===== config.mk =====
export PLATFORM = sky130hd
export DESIGN_NAME = serial_frame_receiver_xor_check
export DESIGN_NICKNAME = d
export VERILOG_FILES = /design/src/sfrx_pkg.sv /design/src/sfrx_parser.sv /design/src/serial_frame_receiver_xor_check.sv
export SDC_FILE = /design/constraint.sdc
export NUM_CORES = 1
export LEC_CHECK = 0
export BUFFER_PORTS_ARGS = -buffer_cell sky130_fd_sc_hd__buf_4
export CORE_UTILIZATION = 50
export DETAILED_ROUTE_END_ITERATION = 16
export PLACE_DENSITY = 0.72
export SYNTH_ARGS = -nofsm -noshare
export SYNTH_HDL_FRONTEND = slang
export SYNTH_SLANG_ARGS = --single-unit
export TNS_END_PERCENT = 20

===== constraint.sdc =====
create_clock -name clock -period 7 [get_ports clock]
set_input_delay 1.05 -clock clock [delete_from_list [all_inputs] [get_ports clock]]
set_output_delay 1.05 -clock clock [all_outputs]
set_load 0.05 [all_outputs]

===== src/sfrx_pkg.sv =====
// ----------------------------------------------------------------------------
// sfrx_pkg: shared constants and types of the serial frame receiver
// Frame layout, field widths and the parser phase encoding.
// ----------------------------------------------------------------------------
package sfrx_pkg;

   localparam int BYTE_W      = 8;
   localparam int WORD_W      = 32;
   localparam int NUM_WORDS   = 6;
   localparam int FRAME_LEN   = 27;                      // header, payload, check
   localparam int PAYLOAD_LEN = FRAME_LEN - 3;
   localparam int PAYLOAD_W   = PAYLOAD_LEN * BYTE_W;
   localparam int COUNT_W     = $clog2(PAYLOAD_LEN + 1);

   localparam logic [BYTE_W-1:0] HEAD_FIRST  = 8'hAA;
   localparam logic [BYTE_W-1:0] HEAD_SECOND = 8'h55;

   typedef enum logic [1:0] {
      PH_HUNT  = 2'd0,
      PH_HEAD2 = 2'd1,
      PH_DATA  = 2'd2
   } phase_type;

endpackage


===== src/sfrx_parser.sv =====
// ----------------------------------------------------------------------------
// sfrx_parser: header hunt, payload collection and XOR check
// Consumes one byte per step; flags a good frame in the step of its check byte.
// ----------------------------------------------------------------------------
module sfrx_parser (
   input  logic                          clock,
   input  logic                          reset,
   input  logic                          step,
   input  logic [sfrx_pkg::BYTE_W-1:0]   rx_byte,
   output logic                          frame_good,
   output logic [sfrx_pkg::PAYLOAD_W-1:0] payload
);
   import sfrx_pkg::*;

   phase_type            phase_ff, phase_in;
   logic [COUNT_W-1:0]   count_ff, count_in;
   logic [BYTE_W-1:0]    xor_ff, xor_in;
   logic [PAYLOAD_W-1:0] shift_ff, shift_in;

   always_comb begin
      phase_in   = phase_ff;
      count_in   = count_ff;
      xor_in     = xor_ff;
      shift_in   = shift_ff;
      frame_good = 1'b0;
      if (step) begin
         unique case (phase_ff)
            PH_HEAD2: begin
               if (rx_byte == HEAD_SECOND) begin
                  phase_in = PH_DATA;
                  count_in = '0;
                  xor_in   = '0;
               end else begin
                  phase_in = PH_HUNT;
               end
            end
            PH_DATA: begin
               if (count_ff < COUNT_W'(PAYLOAD_LEN)) begin
                  // shift in from the top: first payload byte ends up lowest
                  shift_in = {rx_byte, shift_ff[PAYLOAD_W-1:BYTE_W]};
                  xor_in   = xor_ff ^ rx_byte;
                  count_in = count_ff + COUNT_W'(1);
               end else begin
                  phase_in   = PH_HUNT;
                  count_in   = '0;
                  xor_in     = '0;
                  frame_good = (rx_byte == xor_ff);
               end
            end
            default: begin
               phase_in = (rx_byte == HEAD_FIRST) ? PH_HEAD2 : PH_HUNT;
            end
         endcase
      end
   end

   always_ff @(posedge clock) begin
      if (reset) begin
         phase_ff <= PH_HUNT;
         count_ff <= '0;
         xor_ff   <= '0;
      end else begin
         phase_ff <= phase_in;
         count_ff <= count_in;
         xor_ff   <= xor_in;
      end
   end

   always_ff @(posedge clock) begin
      shift_ff <= shift_in;
   end

   assign payload = shift_ff;

endmodule


===== src/serial_frame_receiver_xor_check.sv =====
// ----------------------------------------------------------------------------
// serial_frame_receiver_xor_check: framed serial byte receiver
// Finds 0xAA 0x55 headers, collects 24 payload bytes, checks their XOR and
// emits six little-endian 32-bit words per good frame.
// ----------------------------------------------------------------------------
//
//  channel | dir | handshake           | payload
//  --------+-----+---------------------+------------------------------------
//  req     | in  | req_tvalid/tready   | req_tdata[7:0]   rx_byte
//  rsp     | out | rsp_tvalid/tready   | rsp_tdata[191:0] six 32-bit words
//
//  One byte per cycle sustained while rsp is not stalled. A byte waits in
//  the input register until parsed; a good frame's words are loaded on rsp
//  as its check byte is parsed. Reset (synchronous) returns the parser to
//  header hunt and empties both registers. A stalled result holds the
//  parser; the input register takes one more byte before req_tready drops.
//
module serial_frame_receiver_xor_check (
   input  logic                           clock,
   input  logic                           reset,
   input  logic                           req_tvalid,
   output logic                           req_tready,
   input  logic [7:0]                     req_tdata,   // [7:0] rx_byte
   output logic                           rsp_tvalid,
   input  logic                           rsp_tready,
   // [31:0] pos_x_bits, [63:32] pos_y_bits, [95:64] vel_x_bits,
   // [127:96] vel_y_bits, [159:128] ang_rate_bits, [191:160] heading_bits
   output logic [sfrx_pkg::PAYLOAD_W-1:0] rsp_tdata
);
   import sfrx_pkg::*;

   logic                 in_valid_ff, in_valid_in;
   logic [BYTE_W-1:0]    in_data_ff, in_data_in;
   logic                 rsp_valid_ff, rsp_valid_in;
   logic [PAYLOAD_W-1:0] rsp_data_ff, rsp_data_in;

   logic                 advance;
   logic                 step;
   logic                 frame_good;
   logic [PAYLOAD_W-1:0] payload;
   logic                 req_take;

   // advance the parser only when the result register can take a result
   assign advance    = !rsp_valid_ff || rsp_tready;
   assign step       = in_valid_ff && advance;
   assign req_tready = !in_valid_ff || advance;
   assign req_take   = req_tvalid && req_tready;

   sfrx_parser u_parser (
      .clock      (clock),
      .reset      (reset),
      .step       (step),
      .rx_byte    (in_data_ff),
      .frame_good (frame_good),
      .payload    (payload)
   );

   // input register: load on accept, drop once parsed
   always_comb begin
      in_data_in = in_data_ff;
      if (req_take) begin
         in_valid_in = 1'b1;
         in_data_in  = req_tdata;
      end else if (step) begin
         in_valid_in = 1'b0;
      end else begin
         in_valid_in = in_valid_ff;
      end
   end

   // result register: load on good check byte, drop when taken
   always_comb begin
      rsp_data_in = rsp_data_ff;
      priority if (step && frame_good) begin
         rsp_valid_in = 1'b1;
         rsp_data_in  = payload;
      end else if (rsp_tready) begin
         rsp_valid_in = 1'b0;
      end else begin
         rsp_valid_in = rsp_valid_ff;
      end
   end

   always_ff @(posedge clock) begin
      if (reset) begin
         in_valid_ff  <= 1'b0;
         rsp_valid_ff <= 1'b0;
      end else begin
         in_valid_ff  <= in_valid_in;
         rsp_valid_ff <= rsp_valid_in;
      end
   end

   always_ff @(posedge clock) begin
      in_data_ff  <= in_data_in;
      rsp_data_ff <= rsp_data_in;
   end

   assign rsp_tvalid = rsp_valid_ff;
   assign rsp_tdata  = rsp_data_ff;

endmodule


# Yosys cells after proc, flatten, opt, wreduce, memory -nomap -nowiden
# Index checks and enable logic that the tools add are counted.
# Widths: inputs -> output; s select.
dict set report word_totals {
  word_cells 48
  output_inout_bits 194
  reg_bits 409
  input_bits 12
}
dict set report classes {
  reduce_logical 13
  bitwise 1
  n_addsub 1
  eq_ne 7
  order_cmp 1
  n_mux 17
}
# op n
set ops {}
lappend ops {{$mux 8} 2}
lappend ops {{$pmux 8 s2} 1}
lappend ops {{$mux 5} 2}
lappend ops {{$pmux 5 s2} 1}
lappend ops {{$eq 8x7->1 const B} 1}
lappend ops {{$eq 8x8->1} 1}
lappend ops {{$eq 8x8->1 const B} 1}
lappend ops {{$mux 1} 8}
lappend ops {{$xor 8x8->8} 1}
lappend ops {{$reduce_and 3->1} 2}
lappend ops {{$reduce_bool 2->1} 3}
lappend ops {{$add 5x1->5 const B} 1}
lappend ops {{$lt 5x5->1 const B} 1}
lappend ops {{$mux 2} 2}
lappend ops {{$pmux 2 s2} 1}
lappend ops {{$logic_and 1x1->1} 3}
lappend ops {{$eq 2x1->1 const B} 1}
lappend ops {{$eq 2x2->1 const B} 1}
lappend ops {{$logic_not 1->1} 2}
lappend ops {{$logic_or 1x1->1} 2}
lappend ops {{$ne 2x1->1 const B} 1}
lappend ops {{$ne 2x2->1 const B} 1}
lappend ops {{$reduce_and 2->1} 1}

# Logic depth before layout (Yosys ltp)
dict set report logic_depth {
  word_depth 6
  depth_mapped 9
}

# Cells and area by module
# Synthesis repeated with hierarchy kept, for this count alone.
dict set report unflattened {
  hier_cells 519
  area_unflattened_um2 12813.5
}
# mod area_each_um2 cells_per_inst instances
set modules_own_cells {}
lappend modules_own_cells {sfrx_parser 6705.2 308 1}
lappend modules_own_cells {serial_frame_receiver_xor_check 6108.4 211 1}

# Worst setup path before layout
# OpenSTA, ideal clock, no wires.
dict set report synth_timing {
  kind {input -> register}
  from {in rsp_tready}
  to {reg u_parser.shift_ff[0] (netlist: u_parser.payload[0]), enable pin}
  arrival_ns 5.857
  stages 4
  path_slack_ns 0.566
  setup_ns 0.577
  path_cell_list {nand2b_1 -> and2_4 -> buf_12 -> and3_1}
}
dict set report synth_via {
  elab_chain_cells 3
}
# item line
set synth_rtl {}
lappend synth_rtl {{start, declared} serial_frame_receiver_xor_check.sv:25} ;# input logic rsp_tready,
lappend synth_rtl {{$logic_or 1x1->1} serial_frame_receiver_xor_check.sv:44} ;# assign advance = !rsp_valid_ff || rsp_tready;
lappend synth_rtl {{$logic_and 1x1->1} serial_frame_receiver_xor_check.sv:45} ;# assign step = in_valid_ff && advance;
lappend synth_rtl {{$reduce_and 3->1 (no line)} -}
lappend synth_rtl {{end signal, assigned} sfrx_parser.sv:70} ;# shift_ff <= shift_in;
lappend synth_rtl {{end, declared} sfrx_parser.sv:18} ;# logic [PAYLOAD_W-1:0] shift_ff, shift_in;
# Every way passes these cells.
# A chain may end at the register's enable or synchronous reset.

# Worst setup path after layout
dict set report layout_timing {
  from {in rsp_tready}
  to {reg rsp_data_ff[29] (netlist: rsp_tdata[29]), enable pin}
}
dict set report layout_via {
  elab_chain_cells 4
}
# item line
set layout_rtl {}
lappend layout_rtl {{$logic_or 1x1->1 (*)} serial_frame_receiver_xor_check.sv:44}
lappend layout_rtl {{$logic_and 1x1->1 (*)} serial_frame_receiver_xor_check.sv:45}
lappend layout_rtl {{$mux 1} sfrx_parser.sv:26} ;# if (step) begin
lappend layout_rtl {{$logic_and 1x1->1 (*)} serial_frame_receiver_xor_check.sv:74} ;# priority if (step && frame_good) begin
lappend layout_rtl {{end signal, assigned} serial_frame_receiver_xor_check.sv:96} ;# rsp_data_ff <= rsp_data_in;
lappend layout_rtl {{end, declared} serial_frame_receiver_xor_check.sv:35} ;# logic [PAYLOAD_W-1:0] rsp_data_ff, rsp_data_in;
# Every way passes the cells marked *; elsewhere a longest branch is shown, timed or not.

==> results.py <==
metrics = {
    "critical_path": {
        "crit_required_ns": 7.15,
        "r2r-start": "u_parser.phase_ff[0]$_SDFFE_PP0P_",
        "start_kind": "primary input",
        "reg2reg_depth": 7,
        "cp.arrival_ns": 3.28,
        "worstPathMaxFanout": 135,
        "crit-reg2reg-capture": "rsp_tdata[29]$_DFFE_PP_",
        "path_class": "in -> reg",
        "crit_path_end_kind": "register",
        "rrSetupSlack_ns": 3.87,
    },
    "pwr": {
        "power.leakage_nw": 5.527,
        "power_density_nw_per_um2": 296.2,
        "peakVddDrop_v": 0.0002107,
        "total_power_w": 0.004748,
    },
    "clock_tree": {
        "post_cts_buffers": 0,
        "cts_resized": 0,
        "cts_buffer_depth": 3,
        "cts_hold_buf": 0,
        "cts_buffers": 40,
        "cts_max_level": 2,
        "clock_sinks": 409,
        "path_clk_slew_ns": 0.06,
        "cts_tree": "yes",
        "clock_latency_ns": 0.51,
        "root_buffer": "clkbuf_16",
    },
    "placed_design": {
        "gp_congestion": 0.8321,
        "io_buffers": 205,
        "dpl.hpwl_um": 12120,
    },
    "yosys": {
        "synth_top_cells_by_count": "edfxtp_1, xor2_1, dfxtp_1",
        "post-synth-top-count-cell": "edfxtp_1",
        "syn_nets": 513,
        "yosysTopAreaCellShare_pct": 92.05,
        "synth_seq_area_share_pct": 94.72,
        "avgSynthCellArea_um2": 25.68,
        "netlist_area_um2": 12790,
        "synth_area_leaders": "edfxtp_1, dfxtp_1, xor2_1, nor2_2, ha_1",
        "synth-seq-cells": 409,
        "syn-instance-count": 498,
        "synth_edf_count": 392,
        "synthArstFlopShare_pct": 0,
        "yosysTopAreaCell": "edfxtp_1",
        "ys.flop_type": "edfxtp_1",
        "synth-warning-count": 0,
        "ys_types": 34,
    },
    "cells_and_area": {
        "area_delta_synth_final_pct": 25.37,
        "layout-drive-gt1-share_pct": 37.05,
        "regArea_um2": 12110,
        "finish.net_count": 759,
        "fillerInstances": 1698,
        "num_antenna_cells": 0,
        "multi_input_area_um2": 611.8,
    },
    "drt": {
        "wl_per_cell_um": 18.14,
        "ant_nets": 0,
        "drc": 0,
        "dr_total_vias": 5399,
        "wirelength_um": 19990,
        "viasPerCell": 4.899,
        "drtIter0Drc": 438,
        "dr.pass1.iters": 4,
    },
    "timing": {
        "final-max-slew-violation-count": 0,
        "whs_ns": 0.4279,
        "setup_tns_ns": 0,
        "min_period_ns": 3.138,
        "rsz0062_at_grt": "false",
        "setup_viol": 0,
        "worst_pin_slew_ns": 0.9749,
        "relSlewSlack_pct": 35.01,
        "hold_viol": 0,
        "finalCritPeriodShare_pct": 44.82,
        "max_freq_mhz": 318.7,
        "fin_worst_skew_ns": 0.01239,
    },
    "floorplanning": {
        "rows": 58,
        "start_util_pct": 50.93,
        "die_w_um": 161.9,
        "core-area_um2": 25110,
        "dieArea_um2": 26220,
        "die_h_um": 161.9,
        "ioPinCount": 206,
    },
    "worst_hold_path": {
        "holdPathStages": 0,
        "min_to": "rsp_tdata[2]$_DFFE_PP_",
        "hold_start": "u_parser.payload[2]$_DFFE_PP_",
        "min_path_type": "reg -> reg",
    },
    "global_routing": {
        "grt_pass1_vias": 5369,
        "track_usage_pct": 15.26,
        "grt-ovfl-total": 0,
        "grt_max_degree": 136,
        "grt_pass1_wl_um": 30310,
        "antenna_found_initial": 0,
    },
    "run": {
        "cap_violations": 0,
    },
    "run_status": {
        "status": "finished clean",
    },
}
## final cells by class
class / count / area share [%]
Sequential cell: 409 / 75.55
Multi-Input combinational cell: 81 / 3.816
Inverter: 4 / 0.1405
Clock inverter: 25 / 1.740
Clock buffer: 45 / 6.361
Tap cell: 330 / 2.576
Timing Repair Buffer: 208 / 9.818
## logic make-up (layout without fill, tap and decap cells)
group                    after synthesis  in the layout  synth area share, %
AO/OA/AOI/OAI                         12             12               0.7829
flip-flops                           409            409                94.72
XOR/XNOR                              19             19                1.301
AND/OR/NAND/NOR                       45             45                2.211
adder cells (fa/ha/maj)                3              3               0.2936
buffers and inverters                  8            282               0.5381
multiplexers                           2              2               0.1566
## layout by cell type, fill, tap and decap left out, types with 2 or more instances in the layout
master,count
nor2b_1,2
clkinv_2,6
clkinv_4,2
dfxtp_1,17
o211ai_1,5
ha_1,3
nand3b_1,2
nand2_1,8
nand3_1,2
clkinvlp_4,5
clkbuf_1,5
bufinv_16,5
nor2_2,10
buf_4,207
clkbuf_16,40
nand4b_1,2
mux2i_1,2
nor4_1,2
a21oi_1,4
xor2_1,19
edfxtp_1,392
nor3_1,2
inv_1,3
nor2_1,4
clkinv_1,5
## registers in the layout, indices dropped and copies added, names as in the netlist
signal and count:
u_parser.payload 192, u_parser.phase_ff 2, rsp_tvalid 1, rsp_tdata 192
in_valid_ff 1, u_parser.count_ff 5, u_parser.xor_ff 8, in_data_ff 8
## through the flow
step	area, um^2	utilization [%]	setup slack (ns)	std cells
final	16030	63.85	3.862	1102
after global routing	16030	63.85	3.591	1102
after CTS	16030	63.85	3.830	1102
after detailed placement	14730	58.68	3.293	1032
after global placement	14730	58.68	3.437	1032
after floorplan	12790	-	0.5664	498
## worst max-delay path, cell delays in order
cell,delay [ns]
buf_4,0.08
nor2b_1,0.07
nor4_1,0.32
nand3_1,0.26
inv_8,0.71
buf_4,0.69
## power breakdown
part / internal (W) / total [W] / switching, W / leakage, nW
clock network: 0.00124 / 0.00208 / 0.000842 / 0.621
logic: 0.00000834 / 0.0000162 / 0.00000783 / 1.24
registers: 0.00265 / 0.00265 / 0.00000581 / 3.67
## how the worst max path moves through the flow
stage	start	endpoint	slack (ns)	depth (start not counted)
2_1_floorplan	rsp_tready	u_parser.payload[0]$_DFFE_PP_	0.57	4
3_3_place_gp	rsp_tready	rsp_tdata[61]$_DFFE_PP_	3.44	6
3_5_place_dp	rsp_tready	rsp_tdata[29]$_DFFE_PP_	3.29	6
4_1_cts	u_parser.phase_ff[0]$_SDFFE_PP0P_	rsp_tdata[29]$_DFFE_PP_	3.83	7
5_1_grt	u_parser.phase_ff[1]$_SDFFE_PP0P_	rsp_tdata[53]$_DFFE_PP_	3.59	6
6_report	rsp_tready	rsp_tdata[29]$_DFFE_PP_	3.86	6
## metal layers
metal / track usage (%) / routed length, um
met4: 4.460 / 335
met2: 24.31 / 9711
met5: 0 / 0
met1: 21.25 / 8693
met3: 3.550 / 1251
Note: power is estimated with default switching activity, not from simulation.
